$ cat config.mk
export PLATFORM = sky130hd
export DESIGN_NAME = rtbbe_ctrl
export DESIGN_NICKNAME = d
export VERILOG_FILES = /design/src/rtl/core/rtbbe_pkg.sv /design/src/rtl/core/rtbbe_ctrl.sv
export SDC_FILE = /design/constraint.sdc
export NUM_CORES = 1
export LEC_CHECK = 0
export BUFFER_PORTS_ARGS = -buffer_cell sky130_fd_sc_hd__buf_2
export CAP_MARGIN = 20
export CORE_MARGIN = 2
export CORE_UTILIZATION = 55
export CTS_CLUSTER_DIAMETER = 120
export DETAILED_ROUTE_END_ITERATION = 8
export PLACE_DENSITY = 0.86
export REMOVE_ABC_BUFFERS = 1
export SLEW_MARGIN = 20
export SYNTH_ARGS = -nofsm -noshare
export SYNTH_HDL_FRONTEND = slang
export SYNTH_SLANG_ARGS = --single-unit
$ cat constraint.sdc
create_clock -name i_clk -period 2.54 [get_ports i_clk]
set_input_delay 0.254 -clock i_clk [delete_from_list [all_inputs] [get_ports i_clk]]
set_output_delay 0.254 -clock i_clk [all_outputs]
set_load 0.05 [all_outputs]
$ cat src/rtl/core/rtbbe_pkg.sv
// ----------------------------------------------------------------------------
// Residency table package
// Shared constants, opcodes, status codes and controller/datapath types.
// ----------------------------------------------------------------------------
package rtbbe_pkg;

    localparam int REF_COUNT_DEF  = 32;
    localparam int BYTE_BITS_DEF  = 40;
    localparam int COUNT_BITS_DEF = 16;

    localparam int ORD_BITS   = 32;
    localparam int EVC_BITS   = 32;
    localparam int SCORE_BITS = 32;
    // Quotient bits per score term; both terms stay below 2^20.
    localparam int DIV_QBITS  = 20;
    localparam int DIV_CBITS  = $clog2(DIV_QBITS);

    localparam logic [2:0] OP_REQUEST = 3'd0;
    localparam logic [2:0] OP_INSERT  = 3'd1;
    localparam logic [2:0] OP_ACQUIRE = 3'd2;
    localparam logic [2:0] OP_RELEASE = 3'd3;
    localparam logic [2:0] OP_EVICT   = 3'd4;
    localparam logic [2:0] OP_CLEAR   = 3'd5;

    localparam logic [2:0] ST_DONE    = 3'd0;
    localparam logic [2:0] ST_ABSENT  = 3'd1;
    localparam logic [2:0] ST_PRESENT = 3'd2;
    localparam logic [2:0] ST_TOO_BIG = 3'd3;
    localparam logic [2:0] ST_NO_ROOM = 3'd4;
    localparam logic [2:0] ST_LEASED  = 3'd5;

    localparam logic CFG_BUDGET = 1'b0;
    localparam logic CFG_POLICY = 1'b1;

    typedef enum logic [3:0] {
        ACT_NONE,
        ACT_CLRWR,
        ACT_LOAD,
        ACT_RD_REF,
        ACT_EXEC,
        ACT_INSERT,
        ACT_NOROOM,
        ACT_SCAN_INIT,
        ACT_RD_IDX,
        ACT_P1,
        ACT_P2,
        ACT_DIV_STEP,
        ACT_MID,
        ACT_ADDQ,
        ACT_CMP,
        ACT_DROP
    } t_act;

    typedef enum logic [1:0] {
        NX_DONE,
        NX_FIT,
        NX_SWEEP
    } t_next;

    typedef struct packed {
        t_act act;
        logic sweep;
        logic result;
        logic idx_clr;
        logic idx_inc;
    } t_cmd;

    typedef struct packed {
        t_next nx;
        logic  fits;
        logic  cand;
        logic  any;
        logic  mc_nz;
        logic  policy;
        logic  idx_last;
        logic  div_last;
    } t_sts;

endpackage

$ cat src/rtl/core/rtbbe_ctrl.sv
// ----------------------------------------------------------------------------
// Residency table controller
// Sequences the clearing pass, single-slot operations, victim search and sweep.
// ----------------------------------------------------------------------------
module rtbbe_ctrl
    import rtbbe_pkg::*;
(
    input  logic i_clk,
    input  logic i_rst_n,
    input  logic i_in_valid,
    output logic o_in_ready,
    output logic o_out_valid,
    input  logic i_out_ready,
    input  t_sts i_sts,
    output t_cmd o_cmd
);
    typedef enum logic [17:0] {
        S_CLR   = 18'h00001,
        S_IDLE  = 18'h00002,
        S_RD    = 18'h00004,
        S_EXEC  = 18'h00008,
        S_FIT   = 18'h00010,
        S_P1RD  = 18'h00020,
        S_P1    = 18'h00040,
        S_P2RD  = 18'h00080,
        S_P2    = 18'h00100,
        S_DIV1  = 18'h00200,
        S_MID   = 18'h00400,
        S_DIV2  = 18'h00800,
        S_ADD2  = 18'h01000,
        S_CMP   = 18'h02000,
        S_DROP  = 18'h04000,
        S_SWRD  = 18'h08000,
        S_SW    = 18'h10000,
        S_DONE  = 18'h20000
    } t_state;

    t_state r_state, n_state;
    logic   r_out_valid, n_out_valid;

    always_comb begin
        n_state     = r_state;
        n_out_valid = r_out_valid;
        o_cmd       = '{act: ACT_NONE, sweep: 1'b0, result: 1'b0,
                        idx_clr: 1'b0, idx_inc: 1'b0};
        o_in_ready  = 1'b0;
        if (r_out_valid && i_out_ready) begin
            n_out_valid = 1'b0;
        end
        case (r_state)
            S_CLR: begin
                o_cmd.act = ACT_CLRWR;
                if (i_sts.idx_last) begin
                    o_cmd.idx_clr = 1'b1;
                    n_state       = S_IDLE;
                end else begin
                    o_cmd.idx_inc = 1'b1;
                end
            end
            S_IDLE: begin
                o_in_ready = 1'b1;
                if (i_in_valid) begin
                    o_cmd.act = ACT_LOAD;
                    n_state   = S_RD;
                end
            end
            S_RD: begin
                o_cmd.act = ACT_RD_REF;
                n_state   = S_EXEC;
            end
            S_EXEC: begin
                o_cmd.act = ACT_EXEC;
                case (i_sts.nx)
                    NX_FIT:   n_state = S_FIT;
                    NX_SWEEP: begin
                        o_cmd.idx_clr = 1'b1;
                        n_state       = S_SWRD;
                    end
                    default:  n_state = S_DONE;
                endcase
            end
            S_FIT: begin
                if (i_sts.fits) begin
                    o_cmd.act = ACT_INSERT;
                    n_state   = S_DONE;
                end else begin
                    o_cmd.act     = ACT_SCAN_INIT;
                    o_cmd.idx_clr = 1'b1;
                    n_state       = S_P1RD;
                end
            end
            S_P1RD: begin
                o_cmd.act = ACT_RD_IDX;
                n_state   = S_P1;
            end
            S_P1: begin
                o_cmd.act = ACT_P1;
                if (i_sts.idx_last) begin
                    o_cmd.idx_clr = 1'b1;
                    n_state       = S_P2RD;
                end else begin
                    o_cmd.idx_inc = 1'b1;
                    n_state       = S_P1RD;
                end
            end
            S_P2RD: begin
                // With no candidate at all, the insert gives up.
                if (!i_sts.any) begin
                    o_cmd.act = ACT_NOROOM;
                    n_state   = S_DONE;
                end else begin
                    o_cmd.act = ACT_RD_IDX;
                    n_state   = S_P2;
                end
            end
            S_P2: begin
                if (i_sts.cand) begin
                    o_cmd.act = ACT_P2;
                    if (!i_sts.policy) begin
                        n_state = S_CMP;
                    end else if (i_sts.mc_nz) begin
                        n_state = S_DIV1;
                    end else begin
                        n_state = S_DIV2;
                    end
                end else if (i_sts.idx_last) begin
                    n_state = S_DROP;
                end else begin
                    o_cmd.idx_inc = 1'b1;
                    n_state       = S_P2RD;
                end
            end
            S_DIV1: begin
                o_cmd.act = ACT_DIV_STEP;
                if (i_sts.div_last) begin
                    n_state = S_MID;
                end
            end
            S_MID: begin
                o_cmd.act = ACT_MID;
                n_state   = S_DIV2;
            end
            S_DIV2: begin
                o_cmd.act = ACT_DIV_STEP;
                if (i_sts.div_last) begin
                    n_state = S_ADD2;
                end
            end
            S_ADD2: begin
                o_cmd.act = ACT_ADDQ;
                n_state   = S_CMP;
            end
            S_CMP: begin
                o_cmd.act = ACT_CMP;
                if (i_sts.idx_last) begin
                    n_state = S_DROP;
                end else begin
                    o_cmd.idx_inc = 1'b1;
                    n_state       = S_P2RD;
                end
            end
            S_DROP: begin
                o_cmd.act = ACT_DROP;
                n_state   = S_FIT;
            end
            S_SWRD: begin
                o_cmd.act = ACT_RD_IDX;
                n_state   = S_SW;
            end
            S_SW: begin
                o_cmd.sweep = 1'b1;
                if (i_sts.idx_last) begin
                    n_state = S_DONE;
                end else begin
                    o_cmd.idx_inc = 1'b1;
                    n_state       = S_SWRD;
                end
            end
            S_DONE: begin
                if (!r_out_valid || i_out_ready) begin
                    o_cmd.result = 1'b1;
                    n_out_valid  = 1'b1;
                    n_state      = S_IDLE;
                end
            end
            default: n_state = S_IDLE;
        endcase
    end

    always_ff @(posedge i_clk) begin
        if (!i_rst_n) begin
            r_state     <= S_CLR;
            r_out_valid <= 1'b0;
        end else begin
            r_state     <= n_state;
            r_out_valid <= n_out_valid;
        end
    end

    assign o_out_valid = r_out_valid;
endmodule

======== Yosys cells after proc, flatten, opt, wreduce, memory -nomap -nowiden ========
Cells that the tools add are included.
storage, ports and cells
  output and inout bits ................... 10
  input port bits ......................... 13
  bits in registers ....................... 19
  word-level logic and storage cells ...... 69
cells by class
  eq/ne operators ......................... 25
  reduce and logical (&&, ||, !) cells .... 8
  muxes and demuxes ....................... 34
operators with widths
  cell                                                    number
  one-hot mux 18 bit (18 select lines)                    1
  2-to-1 mux 18 bit                                       9
  one-hot mux 4 bit (14 select lines)                     1
  one-hot mux 18 bit (2 select lines)                     1
  equality test 18 x 1 -> 1 bit (second input constant)   1
  equality test 18 x 10 -> 1 bit (second input constant)  1
  equality test 18 x 11 -> 1 bit (second input constant)  1
  equality test 18 x 12 -> 1 bit (second input constant)  1
  equality test 18 x 13 -> 1 bit (second input constant)  1
  equality test 18 x 14 -> 1 bit (second input constant)  1
  equality test 18 x 15 -> 1 bit (second input constant)  1
  equality test 18 x 16 -> 1 bit (second input constant)  1
  equality test 18 x 17 -> 1 bit (second input constant)  1
  equality test 18 bit (second input constant)            1
  equality test 18 x 2 -> 1 bit (second input constant)   1
  equality test 18 x 3 -> 1 bit (second input constant)   1
  equality test 18 x 4 -> 1 bit (second input constant)   1
  equality test 18 x 5 -> 1 bit (second input constant)   1
  equality test 18 x 6 -> 1 bit (second input constant)   1
  equality test 18 x 7 -> 1 bit (second input constant)   1
  equality test 18 x 8 -> 1 bit (second input constant)   1
  equality test 18 x 9 -> 1 bit (second input constant)   1
  2-to-1 mux 15 bit                                       1
  2-to-1 mux 14 bit                                       1
  other kinds (16)                                        35

======== Longest topological paths before layout ========
  depth after elaboration ................. 4
  depth in mapped cells ................... 7
  mapped depth without buffers ............ 6

======== Least setup slack after synthesis ========
OpenSTA, ideal clock, no wires.
  kind .................................... reg-to-output
  from .................................... register r_state[8]
  to ...................................... output o_cmd[0] (netlist bit)
  stages on the path, launching flop included .. 7
  buffers on the path ..................... 1
  required time ........................... 2286 ps
  path slack .............................. -1127 ps
  arrival ................................. 3413 ps
  path through ............................ dfxtp_1 -> buf_2 -> nor4_4 -> nand4_1 -> nor3b_1 -> inv_1 -> a31oi_1
RTL lines
  item                      line               text
  start: declaration        rtbbe_ctrl.sv:38   t_state r_state, n_state;
  start signal: assignment  rtbbe_ctrl.sv:195  r_state <= n_state;
  end: declaration          rtbbe_ctrl.sv:15   output t_cmd o_cmd

==> summary.md <==
| Metric | Value |
|---|---|
| Most numerous cell in the Yosys netlist | `nor2_1` |
| WS Path Type | `reg -> out` |
| Leakage | `0.0006925 uW` |
| Core area | `around 2300 um2` |
| Final worst-path cycle share | `102.4%` |
| Post-synth EDFFs | `0` |
| Vias in the first global route | `1444` |
| HP Class | `in -> reg` |
| Post-Route WL | `4.334 mm` |
| Clk sinks | `19` |
| Final setup viols | `4` |
| Gate Count Post-Synth | `approximately 160` |
| Row count | `17` |
| Num CTS Buffers | `3` |
| GRT overflow | `0` |
| Critical Path End Type | `output pin` |
| Die ar. | `2817 um2` |
| Clock Latency Late Sink | `310 ps` |
| Nets | `222` |
| RSZ-0062 raised after global routing | `true` |
| Clock buffer depth | `2` |
| Synth warn | `0` |
| CP max-delay cell | `or4_4` |
| Crit path max-delay family | `simple AND/OR/NAND/NOR gates` |
| Setup Total Neg Slack | `-174.7 ps` |
| Starting density of the core | `58.77%` |
| DRC Markers | `0` |
| CTS tree | `yes` |
| CP peak stage delay | `500 ps` |
| Setup ws final | `-59.78 ps` |
| Pin count of the biggest net entering global routing | `13` |
| Detail Route Antenna Nets | `0` |
| Total track usage | `34.42%` |
| CTS Hold Buffers Added | `0` |
| Post-synth top area share | `roughly 29%` |
| FMAX | `384.6 MHz` |
| Status | `finished, violations left` |
| Antenna violations before repair | `0` |
| VDD IR-drop max | `0.4041 mV` |
| Drt via density | `approximately 6.7` |
| TritonRoute pass-1 iters | `7` |
| DIE HEIGHT | `~53 um` |
| I/O Buffers | `22` |
| Worst Path Max Fanout | `5` |
| Area growth syn-to-layout | `30.12%` |
| Ys async rst share | `0%` |
| H-tree levels | `1` |
| Mean Syn Cell Area | `8.179 um2` |
| Fin crit period | `2600 ps` |
| Clk root buf | `clkbuf_4` |
| Ports | `23` |
| CTS clk-pin slew, worst paths | `110 ps` |
| Vias post-DR | `roughly 1600` |
| Maxcap violations | `0` |
| Least-Margin Pin Slew | `609.3 ps` |
| Critical Path Start Type | `flip-flop` |
| Failing checks | `negative setup slack` |
| Yosys reg bits | `19` |
| FILL cells | `160` |
| Top FF cell, synth | `dfxtp_1` |
| Layout cells sized above 1 | `37.38%` |
| Skew final | `~4.1 ps` |
| Arr. time, crit path | `about 2400 ps` |
| Die span in x | `between 50 and 60 um` |
| Post-synth top cells | `25 x nor2_1, 19 x dfxtp_1, 11 x inv_1, 10 x nand2_1` |
| Hpwl dp | `2.954 mm` |
| Pwr Density | `429.2 nW/um2` |
| WL per Instance | `18.52 um` |
| 1st-iter DRT viols | `89` |
| Worst Path Required | `between 2000 and 2500 ps` |
| Crit path buf inv count | `2` |
| Antenna Cells | `0` |
| Sequential cell area fraction in the yosys report | `28.71%` |
| Synth cell types | `47` |
| Synth Cell Area | `1325 um2` |
| Synth area leader | `dfxtp_1` |
| Final Hold Viols | `0` |
| Slew HR | `59.16%` |
| Largest cells by area after synthesis | `dfxtp_1 29%, nor2_1 7.1%, nor4_4 6.4%` |
| Fin. max-slew vios | `0` |
| GP Congestion | `about 1` |
| Pre-CTS WS | `approximately 50 ps` |
| First-pass GRT wire length | `6.851 mm` |
| CP Cell Sequence | `nor4_4, buf_4, nand3_2, or4_4, o32a_1, nand4b_1, buf_6` |
## what timing repair did
action,CTS,global route
buffers inserted,10,1
resized for setup,24,9
setup endpoints to repair,6,8
endpoints found under the hold margin,0,0
pin swaps,8,8
## where the power goes
group	switching, uW	leakage [uW]	internal [uW]	total [uW]
registers	12.1	0.000160	302	315
logic	156	0.000518	111	268
clock network	96.0	0.0000150	61.4	157
## per-layer routing
metal	share of wire (%)	routed length, um	GRT usage (%)	vias to the layer above
li1	-	-	-	696
met1	37	1619	40.70	722
met2	47	2043	57.92	112
met3	10	455	6.497	30
met4	5.0	215	19.23	0
met5	0	0	0	-
## area by class of cell
cell class,count,area [um2],area share [%]
Multi-Input combinational cell,128,907.1,52.61
Timing Repair Buffer,44,309.0,17.92
Sequential cell,19,405.4,23.51
Clock buffer,4,26.28,1.524
Tap cell,28,35.03,2.032
Inverter,11,41.29,2.395
## registers in the layout, summed over array words and instances (netlist names)
name         cells
o_out_valid      1
r_state         18
## metrics by stage
step	std cells	cell area (um2)	hold slack (ps)	total power, uW	util (%)
after floorplan	158	1300	330.2	473.5	-
after global placement	219	1528	481.3	541.6	67.76
after detailed placement	219	1528	476.0	548.0	67.76
after CTS	233	1689	176.5	721.2	74.92
after global routing	234	1724	190.8	770.9	76.47
final	234	1724	170.0	740.0	76.47
## logic make-up after synthesis
group,after synthesis,share of synthesized area (%)
DFF,19,28.71
buffers and inverters,15,5.004
xor gates and xnor gates,5,3.305
muxes,1,0.8498
and+or+nand+nor,97,48.44
adders and majority gates,2,1.888
AOI/OAI and AO/OA,23,11.80
## placed cells by master (no fill, tap or decap), types with 5 or more instances in the layout
cell type,count
nor2_1,24
buf_4,23
buf_2,16
inv_1,11
nand2_1,10
dfxtp_1,9
nand4_1,8
nor4_1,7
a21oi_1,7
nor3_1,6
nand2b_1,5
or4_1,5
buf_6,5
dfxtp_4,5
dfxtp_2,5
## final timing paths
check                                             start                      end  slack [ps]  depth (start not counted)
worst min-delay path                            i_rst_n  r_state[0]$_SDFFE_PN1P_         170                          2
worst max register to register  r_state[3]$_SDFFE_PN0P_  r_state[6]$_SDFFE_PN0P_         220                          7
worst max-delay path            r_state[2]$_SDFFE_PN0P_                 o_cmd[6]         -60                          7
worst min register to register  r_state[0]$_SDFFE_PN1P_  r_state[3]$_SDFFE_PN0P_         600                          2
Power figures use the tool's default switching activity.
